===== config.mk =====
export PLATFORM = sky130hd
export DESIGN_NAME = bea_ram
export DESIGN_NICKNAME = d
export VERILOG_FILES = /design/src/hw/rtl/bitmap_extent_allocator_core_assert.svh /design/src/hw/rtl/bea_ram.sv
export SDC_FILE = /design/constraint.sdc
export NUM_CORES = 2
export LEC_CHECK = 0
export ABC_AREA = 0
export ABC_CLOCK_PERIOD_IN_PS = 10800
export BUFFER_PORTS_ARGS = -buffer_cell sky130_fd_sc_hd__buf_2
export CAP_MARGIN = 10
export CORE_MARGIN = 2
export CORE_UTILIZATION = 30
export CTS_CLUSTER_SIZE = 30
export DETAILED_ROUTE_END_ITERATION = 6
export PLACE_DENSITY_LB_ADDON = 0.15
export SLEW_MARGIN = 20
export SYNTH_ARGS = -nofsm -noshare
export SYNTH_HDL_FRONTEND = slang
export SYNTH_SLANG_ARGS = --single-unit

===== constraint.sdc =====
create_clock -name clock -period 10.8 [get_ports clock]
set_clock_uncertainty 0.2 [all_clocks]
set_input_delay 2.7 -clock clock [delete_from_list [all_inputs] [get_ports clock]]
set_output_delay 2.7 -clock clock [all_outputs]
set_load 0.01 [all_outputs]

===== src/hw/rtl/bitmap_extent_allocator_core_assert.svh =====
// Assertion macros for the bitmap extent allocator.
`ifndef BITMAP_EXTENT_ALLOCATOR_CORE_ASSERT_SVH
`define BITMAP_EXTENT_ALLOCATOR_CORE_ASSERT_SVH
`ifndef NO_ASSERTIONS
`define BEA_ASSERT_IMP(lbl, clk, rst, ante, cons) \
   lbl: assert property (@(posedge clk) disable iff (rst) (ante) |-> (cons)) \
      else $error("bea: implication check failed");
`define BEA_ASSERT_NEXT(lbl, clk, rst, ante, cons) \
   lbl: assert property (@(posedge clk) disable iff (rst) (ante) |=> (cons)) \
      else $error("bea: next-cycle check failed");
`else
`define BEA_ASSERT_IMP(lbl, clk, rst, ante, cons)
`define BEA_ASSERT_NEXT(lbl, clk, rst, ante, cons)
`endif
`endif


===== src/hw/rtl/bea_ram.sv =====
// Bitmap word store: one write port, one registered read port.
module bea_ram #(
   parameter int DEPTH = 64,
   parameter int AW    = 6,
   parameter int DW    = 64
) (
   input  logic          clock,
   input  logic          wr_en,
   input  logic [AW-1:0] wr_addr,
   input  logic [DW-1:0] wr_data,
   input  logic [AW-1:0] rd_addr,
   output logic [DW-1:0] rd_data
);

   logic [DW-1:0] store_ff [DEPTH];
   logic [DW-1:0] rd_data_ff;

   always_ff @(posedge clock) begin
      if (wr_en) begin
         store_ff[wr_addr] <= wr_data;
      end
      rd_data_ff <= store_ff[rd_addr];
   end

   assign rd_data = rd_data_ff;

endmodule


==> metrics.csv <==
stage,metric,value,unit
sta,hold_viol,0,
worst_setup_path,crit_path_start_kind,primary input,
pwr,leakage,55.3,nW
yosys,syn_inst,6598,
grt,grt_max_degree,117,
yosys,async_flop_share,0,%
cts,clock_latency,0.99,ns
routing,vias_per_cell,5.21,
cts,postCtsSetupBuffers,0,
cts,clkTransAtPathRegs,0.06,ns
placed_design,dp.final_hpwl,254,mm
routing,ant_nets,0,
yosys,synth.most_common_cell,edfxtp_1,
floorplan,ios,142,
placed_design,dp.cells,13490,
yosys,synth_xor_area_share,0,%
routing,drc,0,
sta,fin_setup_tns,0,ns
routing,initialDrtViolationCount,7657,
finish,drive_gt1_share,28.3,%
yosys,syn_area_per_cell,23.7,µm²
sta,post-route-period-util,51.2,%
yosys,synth_top_family_by_area,multiplexers,
sta,setup_viol,0,
run,drv_cap,0,
pwr,power,0.0346,W
pwr,combPwrFrac,4.5,%
cts,ctsResizeCount,0,
yosys,synth_cell_types,33,
yosys,synth_edf_count,4096,
floorplan,chipWidth,726,µm
sta,slew_headroom,22.8,%
pwr,powerDensity,191,nW/µm²
sta,max_freq,0.181,GHz
yosys,yosysTopAreaCell,edfxtp_1,
placed_design,gp_congestion,0.717,
grt,grt.overflow.total,0,
placed_design,portBuffers,141,
finish,syn2layout_area_growth,15.8,%
sta,final_max_slew_viol_count,0,
worst_setup_path,crit_path_max_fanout,58,
grt,first_global_vias,77880,
pwr,netSwitchingFraction,21.6,%
floorplan,dieArea,527000,µm²
yosys,synth_fa_ha_area_share,0,%
cts,cts_made_buffers,453,
routing,drt-total-wl,511,mm
yosys,syn_nets,6676,
finish,num-fill-cells,48414,
grt,grt_pass1_wl,690,mm
placed_design,pre_cts_ws,4.27,ns
cts,h-tree-depth,5,
pwr,peakVddDrop,0.000134,V
worst_setup_path,crit_required,11.39,ns
sta,fin_hold_ws,0.622,ns
yosys,synth_area,156000,µm²
pwr,internal_power,0.0271,W
worst_setup_path,crit_path_end_kind,register,
sta,setup_slack,5.27,ns
grt,antenna_found_initial,45,
grt,grt_use_total,19.0,%
floorplan,core,520000,µm²
sta,worst_slew_pin_slew,1.16,ns
cts,clock_sinks,4160,
yosys,synth_top_area_share,78.7,%
yosys,synth.area.top_cells,"edfxtp_1, mux4_2, mux2i_1, dfxtp_1, a22oi_1",
yosys,synthMuxAreaShare,15.6,%
finish,nets,7083,
yosys,synth_commonest_cells,"edfxtp_1, mux4_2, buf_2",
routing,first_pass_iters,5,
pwr,power_switching,0.00745,W
worst_hold_path,hp-class,reg2reg,
worst_setup_path,worstSetupPathType,in2reg,
routing,vias,74829,
sta,fin_crit,5.53,ns
routing,wire_per_inst,35.6,µm
cts,cts_tree,done,
cts,cts_buffer_depth,4,
floorplan,die_h,726,µm
pwr,power_frac_seq,52.0,%
yosys,synth-main-ff-cell,edfxtp_1,
yosys,synth_seq_area_share,79.5,%
cts,ctsHoldBuffers,0,
finish,fin_cells,14359,
floorplan,rows,265,
yosys,synth_simple_gate_area_share,1.24,%
pwr,clockPowerShare,43.5,%
cts,cts_root_buf,clkbuf_16,
sta,rsz0062_at_grt,false,
yosys,ys_ff_latch,4160,
yosys,synth_compound_area_share,2.48,%
floorplan,initial_core_util,30.1,%
worst_setup_path,worstPathArrival,6.12,ns
yosys,yosys_warnings,0,
outcome,status,"finished, final reports clean",
-- flip-flops by register name, summed over array words and instances (netlist names) --
register  flops
store_ff   4096
rd_data      64
-- power by group through the flow --
stage / sequential [W] / combinational [W] / clock (W)
after CTS: 0.0180 / 0.00158 / 0.0154
after detailed placement: 0.0183 / 0.00158 / 0
after global routing: 0.0180 / 0.00166 / 0.0160
after global placement: 0.0183 / 0.00157 / 0
after floorplan: 0.0183 / 0.000832 / 0
final: 0.0180 / 0.00155 / 0.0150
-- critical path, stage by stage --
cell      delay (ns)
buf_8           0.42
buf_4           0.82
buf_4           0.70
mux4_2          0.39
or3_1           0.31
a41oi_1         0.36
a211oi_1        0.09
-- metrics by stage --
step	utilization, %	instance area (µm²)
after floorplan	-	156000
after global placement	32.0	166000
after detailed placement	32.0	166000
after CTS	34.8	181000
after global routing	34.8	181000
final	34.8	181000
-- cell usage in the layout (no fill, tap or decap), types with 65 or more instances in the layout --
| cell | n |
|---|---|
| buf_4 | 166 |
| clkinv_1 | 111 |
| clkbuf_1 | 96 |
| a22oi_1 | 168 |
| mux2i_1 | 135 |
| a22o_1 | 88 |
| clkbuf_16 | 460 |
| mux4_2 | 1024 |
| edfxtp_1 | 4096 |
| nor2_4 | 65 |
| o22ai_1 | 83 |
| clkinv_2 | 91 |
| buf_2 | 106 |
-- cell families after synthesis --
| logic type | Yosys count |
|---|---|
| AO/OA/AOI/OAI | 504 |
| buffers and inverters | 389 |
| AND/OR/NAND/NOR | 386 |
| multiplexers | 1159 |
| flip-flops | 4160 |
-- layer usage --
| layer | GRT usage, % | part of all wire [%] |
|---|---|---|
| met1 | 26.2 | 44 |
| met3 | 2.52 | 4.9 |
| met2 | 32.1 | 49 |
| met5 | 0 | 0.0078 |
| met4 | 4.03 | 2.1 |
-- layout make-up --
| class | count | area [µm²] | area share, % |
|---|---|---|---|
| Antenna cell | 27 | 67.6 | 0.0373 |
| Clock buffer | 585 | 12300 | 6.78 |
| Clock inverter | 255 | 2070 | 1.14 |
| Inverter | 19 | 71.3 | 0.0394 |
| Multi-Input combinational cell | 2049 | 30800 | 17.0 |
| Sequential cell | 4160 | 124000 | 68.7 |
| Tap cell | 6942 | 8690 | 4.80 |
| Timing Repair Buffer | 322 | 2770 | 1.53 |
-- final timing paths --
kind | endpoint | depth (start not counted) | start | slack [ns]
max | rd_data[20]$_DFF_P_ | 7 | rd_addr[2] | 5.27
min | rd_data[62]$_DFF_P_ | 4 | store_ff[60][62]$_DFFE_PP_ | 0.62
max reg2reg | rd_data[59]$_DFF_P_ | 5 | store_ff[61][59]$_DFFE_PP_ | 8.40
min reg2reg | rd_data[62]$_DFF_P_ | 4 | store_ff[60][62]$_DFFE_PP_ | 0.62
Power figures use the tool's default switching activity.
