## src/hw/rtl/bitmap_extent_allocator_core_assert.svh

```systemverilog
// Assertion macros for the bitmap extent allocator.
`ifndef BITMAP_EXTENT_ALLOCATOR_CORE_ASSERT_SVH
`define BITMAP_EXTENT_ALLOCATOR_CORE_ASSERT_SVH
`ifndef NO_ASSERTIONS
`define BEA_ASSERT_IMP(lbl, clk, rst, ante, cons) \
   lbl: assert property (@(posedge clk) disable iff (rst) (ante) |-> (cons)) \
      else $error("bea: implication check failed");
`define BEA_ASSERT_NEXT(lbl, clk, rst, ante, cons) \
   lbl: assert property (@(posedge clk) disable iff (rst) (ante) |=> (cons)) \
      else $error("bea: next-cycle check failed");
`else
`define BEA_ASSERT_IMP(lbl, clk, rst, ante, cons)
`define BEA_ASSERT_NEXT(lbl, clk, rst, ante, cons)
`endif
`endif

```

## src/hw/rtl/bea_pkg.sv

```systemverilog
// Types and constants shared by the bitmap extent allocator modules.
package bea_pkg;

   localparam int WORD_W = 64;
   localparam int LEN_W  = 13;
   localparam int ADDR_W = 48;
   localparam int BASE_W = 32;
   localparam int SH_W   = 6;
   localparam int WCNT_W = 8;

   typedef enum logic [1:0] {
      CMD_ALLOC   = 2'd0,
      CMD_FREE    = 2'd1,
      CMD_RESERVE = 2'd2
   } cmd_type;

   typedef enum logic [1:0] {
      STAT_OK      = 2'd0,
      STAT_NOSPACE = 2'd1,
      STAT_BAD     = 2'd2
   } status_type;

   typedef enum logic [1:0] {
      CSR_BASE   = 2'd0,
      CSR_CHUNKS = 2'd1,
      CSR_LOG2   = 2'd2
   } csr_type;

   typedef enum logic [3:0] {
      ST_CLEAR,
      ST_IDLE,
      ST_CHECK,
      ST_CHK2,
      ST_SRD,
      ST_SEVAL,
      ST_ADDR,
      ST_WRD,
      ST_WWR,
      ST_FRD,
      ST_FEVAL,
      ST_OUT
   } state_type;

   typedef struct packed {
      logic             hit;
      logic [5:0]       end_bit;
      logic [LEN_W-1:0] carry;
   } fit_res_type;

endpackage

```

## src/hw/rtl/bea_fit.sv

```systemverilog
// Per-word first-fit evaluation: finds where a free run of the wanted length ends.
module bea_fit import bea_pkg::*; (
   input  logic [WORD_W-1:0] used,
   input  logic [LEN_W-1:0]  carry,
   input  logic [LEN_W-1:0]  len,
   output fit_res_type       res
);

   logic [WORD_W-1:0]   free;
   logic [6:0]          tail_len;
   logic [6:0][127:0]   f;
   logic [127:0]        g;
   logic [WORD_W-1:0]   hits;
   logic [6:0]          tz;
   logic [6:0]          lz;
   logic [LEN_W:0]      k;
   logic [5:0]          first;

   always_comb begin
      free     = ~used;
      tail_len = (carry > LEN_W'(64)) ? 7'd64 : carry[6:0];
      for (int i = 0; i < 64; i++) begin
         f[0][i] = (i >= (64 - int'(tail_len)));
      end
      f[0][127:64] = free;
      for (int j = 1; j < 7; j++) begin
         f[j] = f[j-1] & (f[j-1] << (1 << (j - 1)));
      end
      g = '1;
      for (int b = 0; b < 7; b++) begin
         if (len[b]) begin
            g = f[b] & (g << (1 << b));
         end
      end
      hits = g[127:64];

      tz = 7'd64;
      lz = 7'd64;
      first = '0;
      for (int i = 63; i >= 0; i--) begin
         if (used[i]) begin
            tz = 7'(i);
         end
         if (hits[i]) begin
            first = 6'(i);
         end
      end
      for (int i = 0; i < 64; i++) begin
         if (used[i]) begin
            lz = 7'(63 - i);
         end
      end

      k = {1'b0, len} - {1'b0, carry};
      if (len <= LEN_W'(64)) begin
         res.hit     = |hits;
         res.end_bit = first;
      end else begin
         res.hit     = (len > carry) && (k <= (LEN_W+1)'(64)) && ({7'd0, tz} >= k);
         res.end_bit = 6'(k - 1'b1);
      end
      res.carry = (used == '0) ? (carry + LEN_W'(64)) : {6'd0, lz};
   end

endmodule

```

## config.mk

```make
export PLATFORM = sky130hd
export DESIGN_NAME = bea_fit
export DESIGN_NICKNAME = d
export VERILOG_FILES = /design/src/hw/rtl/bitmap_extent_allocator_core_assert.svh /design/src/hw/rtl/bea_pkg.sv /design/src/hw/rtl/bea_fit.sv
export SDC_FILE = /design/constraint.sdc
export NUM_CORES = 1
export LEC_CHECK = 0
export ABC_AREA = 1
export BUFFER_PORTS_ARGS = -buffer_cell sky130_fd_sc_hd__buf_2
export CORE_ASPECT_RATIO = 2
export CORE_MARGIN = 3
export CORE_UTILIZATION = 50
export DETAILED_ROUTE_END_ITERATION = 7
export PLACE_DENSITY = 0.77
export SYNTH_ARGS = -nofsm -noshare
export SYNTH_HDL_FRONTEND = slang
export SYNTH_SLANG_ARGS = --single-unit
```

## constraint.sdc

```tcl
create_clock -name vclk -period 8.7
set_input_delay 1.305 -clock vclk [all_inputs]
set_output_delay 1.305 -clock vclk [all_outputs]
set_load 0.05 [all_outputs]
```

==> flow_summary.toml, run 1 <==
[logic_synthesis]
yosys.area_share.xor_xnor_pct = 0.7999
syn_inst = 3321
synth_top_area_share_pct = 22.36
netlist_area_mm2 = 0.01533
synth-compound-area-share_pct = 27.62
yosys.area.top_type = "nand2_1"
synth_warnings = 0
synthAdderAreaFrac_pct = 2.253
synth_area_leaders = "nand2_1 (22%), inv_1 (12%), nor2_1 (11%)"
seq_area_frac_synth_pct = 0
syn_avg_cell_area_um2 = 4.616
synth_top_family_by_area = "simple AND/OR/NAND/NOR gates"
synth.most_common_cell = "nand2_1"
synth-simple-area-share_pct = 51.90
synth_fp_nets = 3438
synth.distinct_cells = 65
synth_commonest_cells = "nand2_1 (913), inv_1 (483), nor2_1 (463)"
synth.area.mux_share_pct = 0

[place]
io_buffers = 110
hpwl_mm = 85.58
gp_congestion = 1.233
place_area_mm2 = 0.02106

[global_route]
track_usage_pct = 78.29
grt_max_degree = 63
grt_pass1_wl_mm = 202.9
grt_overflow = 484
grt_pass1_vias = 30050

[floorplan]
fp.dieH_um = 253.6
start_util_pct = 50.80
rows = 90
ios = 110
die_x_um = 129.8

[cts]
cts_hold_buffers = 0

[status]
status = "stopped before the end"
firstError = "[ERROR GRT-0116] Global routing finished with congestion. Check the congestion regions in the DRC Viewer."
haltStage = "5_1_grt"
## per-stage QoR
stage	setup slack, ps	std cells	hold WS [ps]	utilization (%)
3_5_place_dp	-1049	4319	3094	69.80
3_3_place_gp	-929.0	4319	3071	69.80
4_1_cts	-532.4	4355	3097	73.38
2_1_floorplan	218.7	3321	2786	-
## cell families after synthesis
| family | Yosys count |
|---|---|
| compound gates | 715 |
| xor+xnor | 14 |
| fa+ha+maj | 27 |
| buf+inv | 681 |
| simple gates | 1884 |
## what timing repair did
action                     in CTS
setup endpoints to repair       3
buffers inserted               35
gates cloned                    2
pin swaps                      90
gates resized for setup       221
## per-layer routing
layer	overflow	track usage, %
met1	6	75.97
met2	327	98.40
met3	11	58.62
met4	140	83.86
met5	0	11.61
==> run 2: changes to the inputs <==
--- a/config.mk
+++ b/config.mk
@@ -7,11 +7,10 @@
 export LEC_CHECK = 0
 export ABC_AREA = 1
 export BUFFER_PORTS_ARGS = -buffer_cell sky130_fd_sc_hd__buf_2
-export CORE_ASPECT_RATIO = 2
 export CORE_MARGIN = 3
-export CORE_UTILIZATION = 50
+export CORE_UTILIZATION = 35
 export DETAILED_ROUTE_END_ITERATION = 7
-export PLACE_DENSITY = 0.77
+export PLACE_DENSITY_LB_ADDON = 0.15
 export SYNTH_ARGS = -nofsm -noshare
 export SYNTH_HDL_FRONTEND = slang
 export SYNTH_SLANG_ARGS = --single-unit
==> run 2 against run 1 <==
Net effect:
- synthesized area is the same
- the flow now finishes, with violations (negative setup slack)
- synthesized cell count stayed put
==> flow_summary.toml, run 2 <==
[status]
status = "finished with violations"
violations = "negative setup slack"

[sta]
rsz0062_at_grt = "true"
fin_ws_ps = -603.2
final_max_slew_viol_count = 0
setup_violations = 2
setup_tns_ps = -1124
min_period_ps = 9303
fin_crit_sh_pct = 106.9
final-hold-violation-count = 0
fmax_ghz = 0.1075
worstMarginPinSlew_ps = 811.8
relSlewSlack_pct = 45.16

[logic_synthesis]
synth.distinct_cells = 65
synth_commonest_cells = "nand2_1 (913), inv_1 (483), nor2_1 (463)"
synth_warnings = 0
synth_top_area_share_pct = 22.36
synth_area_leaders = "nand2_1 (22%), inv_1 (12%), nor2_1 (11%)"
synth.most_common_cell = "nand2_1"
seq_area_frac_synth_pct = 0
netlist_area_mm2 = 0.01533
yosys.area.top_type = "nand2_1"
synth_fp_nets = 3438
syn_inst = 3321
syn_avg_cell_area_um2 = 4.616

[global_route]
grt_pass1_wl_mm = 136.9
track_usage_pct = 37.50
grt_overflow = 0
antenna_found_initial = 2
grt_max_degree = 99
grt_pass1_vias = 22840

[finish]
regArea_um2 = 0
drive_above_1_share_pct = 27.73
nClkBuffers = 0
area_growth_syn_to_layout_pct = 43.67
nFillCells = 4989
seq_cells = 0
mostFrequentLayoutCells = "nand2_1 (811), buf_4 (596), inv_1 (473)"
instances_no_fill = 4471
final_common_cell = "nand2_1"
nets = 4003

[place]
gp_congestion = 1.105
io_buffers = 110
hpwl_mm = 76.62
dp.cells = 4399

[worst_setup_path]
arrival_ps = 8000
crit_buf_inv = 8
crit_family = "simple AND/OR/NAND/NOR gates"
cp-startpoint = "carry[6]"
critPathSlowestCell = "o311ai_4"
slowest_delay_ps = 280
cp.required_ps = 7390
crit_fanout = 7
critPathKind = "in -> out"
critPathCaptureType = "output port"
start_kind = "input pin"
cp_common_cell = "nand2_1"

[route]
drtPass1Iterations = 6
detail_route.vias_per_cell = 5.612
via_count = 25090
routed_wl_mm = 92.06
wl_per_cell_um = 20.59
drc = 0
ant_nets = 0
drt_iter0_markers = 2889

[floorplan]
die_x_um = 215.3
ios = 110
start_util_pct = 35.51
rows = 76
die_area_mm2 = 0.04635
fp.dieH_um = 215.3
core_area_mm2 = 0.04317

[hold_path]
min_from = "used[63]"
hp-class = "in -> out"

[run]
drv_cap = 0

[cts]
cts_hold_buffers = 0
run 2: cell counts after synthesis:
No cell type changed its count.
run 2: layout make-up:
type                            instances  area (µm²)  share of cell area, %
Multi-Input combinational cell       2640       13760                  62.46
Timing Repair Buffer                  733        5594                  25.40
Inverter                              511        1937                  8.794
Tap cell                              585       732.0                  3.323
Antenna cell                            2       5.005                0.02272
run 2: final timing paths:
| kind | endpoint | slack [ps] | depth (start not counted) |
|---|---|---|---|
| worst min-delay path | res[0] | 3070 | 4 |
| worst max-delay path | res[13] | -600 | 91 |
run 2: logic make-up (layout without fill, tap and decap cells):
family / Yosys count / in the layout / synth area share (%)
and+or+nand+nor: 1884 / 1884 / 51.90
AOI/OAI and AO/OA: 715 / 715 / 27.62
buffers and inverters: 681 / 1244 / 17.43
adders and majority gates: 27 / 27 / 2.253
xor gates and xnor gates: 14 / 14 / 0.7998
other: 0 / 2 / 0
run 2: per-stage QoR:
step	instance area [µm²]	hold WS [ps]	utilization (%)	worst slack, ps
final	22020	3065	51.02	-603.2
after global placement	20260	3065	46.92	-964.7
after floorplan	15330	2786	-	218.7
after CTS	21260	3066	49.25	-439.2
after global routing	22020	3098	51.01	-1444
after detailed placement	20260	3066	46.92	-934.5
run 2: repair_timing:
| action | CTS | global route |
|---|---|---|
| buffers inserted | 51 | 19 |
| resized for setup | 171 | 180 |
| setup endpoints to repair | 3 | 7 |
| endpoints found under the hold margin | 0 | 0 |
| pin swaps | 70 | 91 |
| gates cloned | 0 | 1 |
run 2: worst min-delay path, stage by stage:
cell and delay, ps:
buf_2 90, buf_4 100, o22ai_1 60, buf_2 210
run 2: routing by layer:
metal | share of wire, % | global-route usage, % | vias up
met1 | 42 | 50.35 | 11430
met3 | 9.8 | 6.787 | 295
met5 | 0.014 | 0 | -
met2 | 41 | 57.01 | 1316
met4 | 7.0 | 19.87 | 2
li1 | - | - | 12050
